==> src/hdl/pvre_pkg.sv <==
// Package for the PIN verify engine: register map, status codes, reference block helpers.
package pvre_pkg;

    // Limits on the PIN and on the reference block
    localparam int MAX_PIN_CHARS   = 8;
    localparam int MAX_BLOCK_BYTES = 16;

    // Configuration register indexes (byte address is 8 * index)
    localparam logic [2:0] REG_PIN_TEXT      = 3'd0;
    localparam logic [2:0] REG_PIN_LENGTH    = 3'd1;
    localparam logic [2:0] REG_STORED_LENGTH = 3'd2;
    localparam logic [2:0] REG_PIN_ENCODING  = 3'd3;
    localparam logic [2:0] REG_PAD_CHAR      = 3'd4;
    localparam logic [2:0] REG_MAX_TRIES     = 3'd5;
    localparam logic [2:0] REG_PIN_REFERENCE = 3'd6;

    // Reset values of the registers and of the try counter
    localparam logic [63:0] RST_PIN_TEXT      = 64'h0;
    localparam logic [3:0]  RST_PIN_LENGTH    = 4'd4;
    localparam logic [4:0]  RST_STORED_LENGTH = 5'd8;
    localparam logic [1:0]  RST_PIN_ENCODING  = 2'd0;
    localparam logic [7:0]  RST_PAD_CHAR      = 8'hFF;
    localparam logic [3:0]  RST_MAX_TRIES     = 4'd3;
    localparam logic [7:0]  RST_PIN_REFERENCE = 8'd1;

    // PIN encodings
    localparam logic [1:0] ENC_ASCII      = 2'd0;
    localparam logic [1:0] ENC_BCD        = 2'd1;
    localparam logic [1:0] ENC_BCD_PREFIX = 2'd2;
    localparam logic [1:0] ENC_NONE       = 2'd3;

    // Status codes
    localparam logic [2:0] ST_OK        = 3'd0;
    localparam logic [2:0] ST_BAD_P1P2  = 3'd1;
    localparam logic [2:0] ST_NO_REF    = 3'd2;
    localparam logic [2:0] ST_BLOCKED   = 3'd3;
    localparam logic [2:0] ST_WRONG_PIN = 3'd4;

    localparam logic [7:0] DIGIT_ZERO  = 8'h30;
    localparam logic [7:0] LEN_PREFIX  = 8'h20;

    typedef struct packed {
        logic [63:0] pin_text;
        logic [3:0]  pin_length;     // already clamped to MAX_PIN_CHARS
        logic [4:0]  stored_length;  // already clamped to MAX_BLOCK_BYTES
        logic [1:0]  pin_encoding;
        logic [7:0]  pad_char;
    } pin_cfg_t;

    // Pick one PIN character
    function automatic logic [7:0] pin_char(logic [63:0] text, logic [2:0] idx);
        return text[{idx, 3'b000} +: 8];
    endfunction

    // Length of the reference block, padding included
    function automatic logic [4:0] block_len(pin_cfg_t cfg);
        logic [4:0] content;
        logic [4:0] pairs;
        pairs = ({1'b0, cfg.pin_length} + 5'd1) >> 1;
        case (cfg.pin_encoding)
            ENC_ASCII:      content = {1'b0, cfg.pin_length};
            ENC_BCD:        content = pairs;
            ENC_BCD_PREFIX: content = pairs + 5'd1;
            default:        content = 5'd0;
        endcase
        return (content > cfg.stored_length) ? content : cfg.stored_length;
    endfunction

    // Byte of the reference block at position j
    function automatic logic [7:0] block_byte(pin_cfg_t cfg, logic [3:0] j);
        logic [3:0] k;
        logic [3:0] pairs;
        logic [2:0] ci;
        logic [7:0] hi;
        logic [7:0] lo;
        logic [7:0] res;
        pairs = ({cfg.pin_length} + 4'd1) >> 1;
        k     = (cfg.pin_encoding == ENC_BCD_PREFIX) ? (j - 4'd1) : j;
        ci    = {k[1:0], 1'b0};
        hi    = pin_char(cfg.pin_text, ci) - DIGIT_ZERO;
        if (({1'b0, ci} + 4'd1) < cfg.pin_length)
            lo = pin_char(cfg.pin_text, ci + 3'd1) - DIGIT_ZERO;
        else
            lo = {4'h0, cfg.pad_char[3:0]};
        case (cfg.pin_encoding)
            ENC_ASCII:
                res = (j < cfg.pin_length) ? pin_char(cfg.pin_text, j[2:0]) : cfg.pad_char;
            ENC_BCD, ENC_BCD_PREFIX:
                if (cfg.pin_encoding == ENC_BCD_PREFIX && j == 4'd0)
                    res = LEN_PREFIX + {4'h0, cfg.pin_length};
                else if (k < pairs)
                    res = {hi[3:0], 4'h0} + lo;
                else
                    res = cfg.pad_char;
            default:
                res = cfg.pad_char;
        endcase
        return res;
    endfunction

endpackage

==> src/hdl/pin_verify_retry_engine_unit.sv <==
// Top level of the PIN verify engine with try counter, stream ports and register port.
//
//  channel | direction | request                               | handshake
//  s_*     | in        | P1, P2, P3, one PIN byte, last marker | s_tvalid/s_tready
//  m_*     | out       | status, tries left, verified flag     | m_tvalid/m_tready
//  apb     | in        | register writes and reads             | psel/penable, pready tied high
//
// One request is taken per cycle while s_tready is high; its byte is checked against the
// reference block while it is offered, and the status of a last byte lands at the accepting
// edge in the output register, or in the skid stage if it is held; m_tvalid is high after it.
// The output register has a skid stage behind it, so requests keep flowing while one
// status waits; s_tready drops only when both are full.
// Async reset sets the try counter to three and all but the payload registers to defaults.
module pin_verify_retry_engine_unit
(
    input  logic        clk,
    input  logic        rst_n,
    // stream in
    input  logic        s_tvalid,
    output logic        s_tready,
    input  logic [31:0] s_tdata,   // param_one[7:0], param_two[15:8], data_length[23:16],
                                   // data_byte[31:24]
    input  logic        s_tlast,   // last_byte
    // stream out
    output logic        m_tvalid,
    input  logic        m_tready,
    output logic [7:0]  m_tdata,   // status[2:0], tries_left[6:3], verified[7]
    // register port
    input  logic        psel,
    input  logic        penable,
    input  logic        pwrite,
    input  logic [5:0]  paddr,
    input  logic [63:0] pwdata,
    output logic [63:0] prdata,
    output logic        pready
);

    // Configuration registers
    logic [63:0] pin_text_reg;
    logic [3:0]  pin_length_reg;
    logic [4:0]  stored_length_reg;
    logic [1:0]  pin_encoding_reg;
    logic [7:0]  pad_char_reg;
    logic [3:0]  max_tries_reg;
    logic [7:0]  pin_reference_reg;

    // Engine state
    logic [3:0]  tries_reg,    tries_next;
    logic        verified_reg, verified_next;
    logic [7:0]  pos_reg,      pos_next;
    logic        mis_reg,      mis_next;

    // Output register and skid stage
    logic        out_valid_reg,  out_valid_next;
    logic [7:0]  out_data_reg,   out_data_next;
    logic        skid_valid_reg, skid_valid_next;
    logic [7:0]  skid_data_reg,  skid_data_next;

    logic        cfg_wr;
    logic [2:0]  cfg_idx;
    logic        acc;
    logic        push;
    logic        take;
    logic [7:0]  p1, p2, plen, pbyte;
    logic [2:0]  status;
    logic        match;
    logic        byte_bad;
    logic [4:0]  blen;
    logic [7:0]  ref_byte;
    pvre_pkg::pin_cfg_t cfg;

    assign pready  = 1'b1;
    assign cfg_wr  = psel & penable & pwrite & pready;
    assign cfg_idx = paddr[5:3];

    // Register writes
    always_ff @(posedge clk or negedge rst_n)
    begin
        if (!rst_n)
        begin
            pin_text_reg      <= pvre_pkg::RST_PIN_TEXT;
            pin_length_reg    <= pvre_pkg::RST_PIN_LENGTH;
            stored_length_reg <= pvre_pkg::RST_STORED_LENGTH;
            pin_encoding_reg  <= pvre_pkg::RST_PIN_ENCODING;
            pad_char_reg      <= pvre_pkg::RST_PAD_CHAR;
            max_tries_reg     <= pvre_pkg::RST_MAX_TRIES;
            pin_reference_reg <= pvre_pkg::RST_PIN_REFERENCE;
        end
        else if (cfg_wr)
        begin
            case (cfg_idx)
                pvre_pkg::REG_PIN_TEXT:      pin_text_reg      <= pwdata;
                pvre_pkg::REG_PIN_LENGTH:    pin_length_reg    <= pwdata[3:0];
                pvre_pkg::REG_STORED_LENGTH: stored_length_reg <= pwdata[4:0];
                pvre_pkg::REG_PIN_ENCODING:  pin_encoding_reg  <= pwdata[1:0];
                pvre_pkg::REG_PAD_CHAR:      pad_char_reg      <= pwdata[7:0];
                pvre_pkg::REG_MAX_TRIES:     max_tries_reg     <= pwdata[3:0];
                pvre_pkg::REG_PIN_REFERENCE: pin_reference_reg <= pwdata[7:0];
                default:                     ;
            endcase
        end
    end

    // Register reads
    always_comb
    begin
        case (cfg_idx)
            pvre_pkg::REG_PIN_TEXT:      prdata = pin_text_reg;
            pvre_pkg::REG_PIN_LENGTH:    prdata = {60'h0, pin_length_reg};
            pvre_pkg::REG_STORED_LENGTH: prdata = {59'h0, stored_length_reg};
            pvre_pkg::REG_PIN_ENCODING:  prdata = {62'h0, pin_encoding_reg};
            pvre_pkg::REG_PAD_CHAR:      prdata = {56'h0, pad_char_reg};
            pvre_pkg::REG_MAX_TRIES:     prdata = {60'h0, max_tries_reg};
            pvre_pkg::REG_PIN_REFERENCE: prdata = {56'h0, pin_reference_reg};
            default:                     prdata = 64'h0;
        endcase
    end

    // Clamp lengths and build the reference byte at the current position
    always_comb
    begin
        cfg.pin_text      = pin_text_reg;
        cfg.pin_length    = (pin_length_reg > 4'(pvre_pkg::MAX_PIN_CHARS)) ?
                            4'(pvre_pkg::MAX_PIN_CHARS) : pin_length_reg;
        cfg.stored_length = (stored_length_reg > 5'(pvre_pkg::MAX_BLOCK_BYTES)) ?
                            5'(pvre_pkg::MAX_BLOCK_BYTES) : stored_length_reg;
        cfg.pin_encoding  = pin_encoding_reg;
        cfg.pad_char      = pad_char_reg;
    end

    assign blen     = pvre_pkg::block_len(cfg);
    assign ref_byte = pvre_pkg::block_byte(cfg, pos_reg[3:0]);

    assign p1    = s_tdata[7:0];
    assign p2    = s_tdata[15:8];
    assign plen  = s_tdata[23:16];
    assign pbyte = s_tdata[31:24];

    assign s_tready = !skid_valid_reg;
    assign acc      = s_tvalid & s_tready;
    assign push     = acc & s_tlast;
    assign take     = out_valid_reg & m_tready;

    // Compare the byte, advance the position, decide the status on the last byte
    always_comb
    begin
        byte_bad = (pin_encoding_reg == pvre_pkg::ENC_NONE) ||
                   (pos_reg >= {3'b000, blen}) || (ref_byte != pbyte);
        pos_next = pos_reg;
        mis_next = mis_reg;
        if (acc && plen != 8'd0)
        begin
            mis_next = mis_reg | byte_bad;
            if (pos_reg != 8'hFF)
                pos_next = pos_reg + 8'd1;
        end

        match = (pin_encoding_reg != pvre_pkg::ENC_NONE) && !mis_next &&
                (plen == {3'b000, blen}) && (pos_next == plen);

        tries_next    = tries_reg;
        verified_next = verified_reg;
        if (p1 != 8'd0)
            status = pvre_pkg::ST_BAD_P1P2;
        else if (p2 != pin_reference_reg)
            status = pvre_pkg::ST_NO_REF;
        else if (tries_reg == 4'd0)
            status = pvre_pkg::ST_BLOCKED;
        else if (match)
        begin
            status        = pvre_pkg::ST_OK;
            tries_next    = max_tries_reg;
            verified_next = 1'b1;
        end
        else
        begin
            status     = pvre_pkg::ST_WRONG_PIN;
            tries_next = tries_reg - 4'd1;
        end

        // Drop the per-command state after the last byte
        if (push)
        begin
            pos_next = 8'd0;
            mis_next = 1'b0;
        end
        else
        begin
            tries_next    = tries_reg;
            verified_next = verified_reg;
        end
    end

    // Steer the new status into the output register or the skid stage
    always_comb
    begin
        out_valid_next  = out_valid_reg;
        out_data_next   = out_data_reg;
        skid_valid_next = skid_valid_reg;
        skid_data_next  = skid_data_reg;
        if (!out_valid_reg || take)
        begin
            if (skid_valid_reg)
            begin
                out_valid_next  = 1'b1;
                out_data_next   = skid_data_reg;
                skid_valid_next = push;
                skid_data_next  = {verified_next, tries_next, status};
            end
            else
            begin
                out_valid_next = push;
                out_data_next  = {verified_next, tries_next, status};
            end
        end
        else if (push)
        begin
            skid_valid_next = 1'b1;
            skid_data_next  = {verified_next, tries_next, status};
        end
    end

    // Hold control and engine state
    always_ff @(posedge clk or negedge rst_n)
    begin
        if (!rst_n)
        begin
            tries_reg      <= pvre_pkg::RST_MAX_TRIES;
            verified_reg   <= 1'b0;
            pos_reg        <= 8'd0;
            mis_reg        <= 1'b0;
            out_valid_reg  <= 1'b0;
            skid_valid_reg <= 1'b0;
        end
        else
        begin
            tries_reg      <= tries_next;
            verified_reg   <= verified_next;
            pos_reg        <= pos_next;
            mis_reg        <= mis_next;
            out_valid_reg  <= out_valid_next;
            skid_valid_reg <= skid_valid_next;
        end
    end

    // Payload of the output register and skid stage
    always_ff @(posedge clk)
    begin
        out_data_reg  <= out_data_next;
        skid_data_reg <= skid_data_next;
    end

    assign m_tvalid = out_valid_reg;
    assign m_tdata  = out_data_reg;

    // The skid stage only fills behind a waiting output
    a_skid_behind_out: assert property (@(posedge clk) disable iff (!rst_n)
        skid_valid_reg |-> out_valid_reg)
        else $error("skid stage full while output register empty");

    // Input stalls only while a status is waiting
    a_stall_needs_out: assert property (@(posedge clk) disable iff (!rst_n)
        !s_tready |-> m_tvalid)
        else $error("input stalled with no status waiting");

    // A last byte resets the per-command state
    a_new_command: assert property (@(posedge clk) disable iff (!rst_n)
        push |=> (pos_reg == 8'd0) && !mis_reg)
        else $error("per-command state not cleared after last byte");

    // A good PIN leaves the flag set
    a_ok_sets_flag: assert property (@(posedge clk) disable iff (!rst_n)
        (push && status == pvre_pkg::ST_OK) |=> verified_reg)
        else $error("verified flag not set after good PIN");

    // Tries only change on a last byte
    a_tries_on_last: assert property (@(posedge clk) disable iff (!rst_n)
        !push |=> $stable(tries_reg))
        else $error("try counter changed outside a last byte");

endmodule
==> config.mk <==
export PLATFORM = sky130hd
export DESIGN_NAME = pin_verify_retry_engine_unit
export DESIGN_NICKNAME = d
export VERILOG_FILES = /design/src/hdl/pvre_pkg.sv /design/src/hdl/pin_verify_retry_engine_unit.sv
export SDC_FILE = /design/constraint.sdc
export NUM_CORES = 1
export LEC_CHECK = 0
export BUFFER_PORTS_ARGS = -buffer_cell sky130_fd_sc_hd__buf_2
export CORE_MARGIN = 1
export CORE_UTILIZATION = 50
export DETAILED_ROUTE_END_ITERATION = 16
export PLACE_DENSITY = 0.77
export REMOVE_ABC_BUFFERS = 1
export SYNTH_ARGS = -nofsm -noshare
export SYNTH_HDL_FRONTEND = slang
export SYNTH_SLANG_ARGS = --single-unit
==> constraint.sdc <==
create_clock -name clk -period 6 [get_ports clk]
set_clock_uncertainty 0.15 [all_clocks]
set_input_delay 0.6 -clock clk [delete_from_list [all_inputs] [get_ports clk]]
set_output_delay 0.6 -clock clk [all_outputs]
set_load 0.03 [all_outputs]
==> results_dict.tcl <==
set metrics [dict create \
    yosysSeqAreaShare_pct 38.6 \
    fillers 1323 \
    p_comb_share_pct 43.7 \
    io_buffers 180 \
    finalMaxSlewViolations 0 \
    start_util_pct 51.2 \
    antenna_found_initial 0 \
    synth_area_leaders "dfrtp_1 28%, mux2_2 14%, mux4_2 7.7%, edfxtp_1 5.7%, dfstp_2 4.6%" \
    syn2layout_area_growth_pct 23.0 \
    synthFlopType "dfrtp_1" \
    cts.htree.levels 4 \
    start_kind "flop" \
    crit_slowest_cell "dfstp_2" \
    clock-root-buffer "clkbuf_16" \
    power_per_cell_area_nw_per_um2 382 \
    largest_reg_flops 64 \
    period_share_pct 98.4 \
    fin_hold_ws_ns 0.0166 \
    max_cap_viol_count 0 \
    p_leak_nw 4.81 \
    endpoint_kind "flop" \
    yosysTopAreaCellShare_pct 28.3 \
    routabilityCongestion 0.948 \
    die_h_um 132 \
    syn-instance-count 771 \
    grt_use_total_pct 26.1 \
    worst-path-buf-inv 1 \
    setup_slack_ns 0.0985 \
    final_antenna_net_count 0 \
    cts_max_path_buffers 2 \
    fin_util_pct 63.0 \
    synth_top_area_cell "dfrtp_1" \
    ios 185 \
    core_um2 16600 \
    crit_family "compound AO/OA/AOI/OAI gates" \
    post_dp_cell_area_um2 9700 \
    final_cell_area_um2 10500 \
    synthArstFlopShare_pct 87.4 \
    grt_start_max_net_pins 68 \
    max_freq_ghz 0.169 \
    fin_crit_ns 5.90 \
    ir_worst_vdd_mv 0.261 \
    syn_avg_cell_area_um2 11.0 \
    cts_tree "done" \
    synth_common_cells "106 x mux2_2, 96 x dfrtp_1, 59 x and2_1" \
    drt_iter0_drc 552 \
    grt_pass1_wl_um 35700 \
    drive_above_1_share_pct 43.3 \
    sequentialPowerShare_pct 29.8 \
    arrival_ns 5.90 \
    min_path_type "input pin to async pin" \
    ys_ff_latch 127 \
    numCtsBuffers 17 \
    drt_pass1_iterations 4 \
    switchingPower_w 0.00144 \
    wire_per_inst_um 18.4 \
    nets 1099 \
    slew_headroom_pct 17.3 \
    crit_chain "xor2_1 -> nor2_1 -> ha_1 -> a222oi_1 -> nor2_1 -> ha_1 -> nor2b_4 -> o21a_1 -> o21a_1 -> o21ai_2 -> a22oi_2 -> mux2_4 -> ha_1 -> a2111oi_4 -> o21a_1 -> o221ai_2 -> a41oi_1 -> and4b_1 -> o2111ai_4 -> a2111oi_4 -> buf_6 -> mux2i_2 -> o211ai_1" \
    rsz0062_at_grt "true" \
    vias_per_cell 5.75 \
    cts_hold_buf 0 \
    status "finished clean" \
    n_antenna_cell 0 \
    critPathRequiredTime_ns 6.00 \
    overflow 0 \
    internal_power_w 0.00256 \
    path_clk_slew_ns 0.06 \
    dp.final_hpwl_um 15800 \
    synth.most_common_cell "mux2_2" \
    synth-edff-count 16 \
    netlist_area_um2 8500 \
    finalSetupViolCount 0 \
    final-hold-violation-count 0 \
    netlist-cell-type-count 79 \
    first_global_vias 6824 \
    drc 0 \
    clock_latency_ns 0.42 \
    cts_sinks 127 \
    p_clk_share_pct 26.5 \
    dieArea_um2 17500 \
    crit_fanout 5 \
    yosysWarnings 0 \
    critPathKind "flop to flop" \
    worstMarginPinSlew_ns 1.23 \
    cpPeakStageDelay_ns 0.54 \
    dr_total_vias 6859 \
    wirelength_um 22000 \
    switching_share_pct 35.9 \
    rows 47 \
    post-place-ws_ns -0.103 \
    die_x_um 132 \
]
[final cells by class]
cell class | count | area (um^2) | share of cell area [%]
tap | 220 | 275 | 2.63
multi-input combinational | 578 | 5060 | 48.4
inverter | 26 | 97.6 | 0.934
sequential | 127 | 3280 | 31.4
clock buffer | 27 | 503 | 4.81
clock inverter | 5 | 104 | 0.993
timing repair buffer | 210 | 1130 | 10.8
[final timing paths]
kind	from	endpoint	slack, ns	depth (start not counted)
max in group asynchronous	rst_n	pin_length_reg[0]	4.32	2
max reg2reg	pin_length_reg[2]	skid_data_reg[6]	0.1	23
min reg2reg	verified_reg	verified_reg	0.32	1
min in group clk	pwdata[32]	pin_text_reg[32]	0.25	2
max	pin_length_reg[2]	skid_data_reg[6]	0.1	23
min	rst_n	pin_text_reg[55]	0.02	1
[cell usage in the layout, fill, tap and decap left out, types with 7 or more instances in the layout]
cell / n
a21oi_1: 12
a31oi_1: 11
and2_1: 59
buf_2: 180
buf_4: 29
clkbuf_16: 17
dfrtp_1: 94
dfstp_2: 15
edfxtp_1: 16
ha_1: 27
inv_1: 23
mux2_2: 103
mux2i_1: 24
mux4_2: 29
nand2_1: 40
nand2b_1: 10
nand3_1: 17
nand4_1: 8
nor2_1: 48
nor2b_1: 16
nor3_1: 11
nor4_1: 7
o21ai_0: 16
xnor2_1: 8
xor2_1: 14
[layer usage]
metal | vias to the layer above | routed length [um] | track usage, %
li1 | 3230 | - | -
met1 | 3364 | 9880 | 36.2
met2 | 245 | 10600 | 41.4
met3 | 20 | 1260 | 5.38
met4 | 0 | 276 | 7.54
met5 | - | 0 | 0
[cell families after synthesis]
group,synth area share (%)
AO/OA/AOI/OAI,9.31
XOR/XNOR,2.78
adder cells (fa/ha/maj),4.36
buffers and inverters,3.27
flip-flops,38.6
multiplexers,25.3
other,0.0884
AND/OR/NAND/NOR,16.4
[what timing repair did]
action	4_1_cts	5_1_grt
pin swaps	0	19
setup endpoints to repair	11	17
gates resized for setup	4	20
buffers inserted	0	4
cloned	0	1
[power groups by stage]
stage,combinational (W),clock [W],sequential (W)
after floorplan,0.00116,0,0.00120
after global placement,0.00161,0,0.00119
after detailed placement,0.00165,0,0.00120
after CTS,0.00167,0.00107,0.00119
after global routing,0.00190,0.00111,0.00121
final,0.00174,0.00106,0.00119
[stage by stage]
| step | power (W) | setup TNS [ns] | cells |
|---|---|---|---|
| 2_1_floorplan | 0.00236 | -122.71 | 731 |
| 3_3_place_gp | 0.00280 | 0 | 1156 |
| 3_5_place_dp | 0.00284 | -0.426 | 1156 |
| 4_1_cts | 0.00393 | 0 | 1188 |
| 5_1_grt | 0.00422 | -1.27 | 1193 |
| 6_report | 0.00399 | 0 | 1193 |
Power figures use the tool's default switching activity.
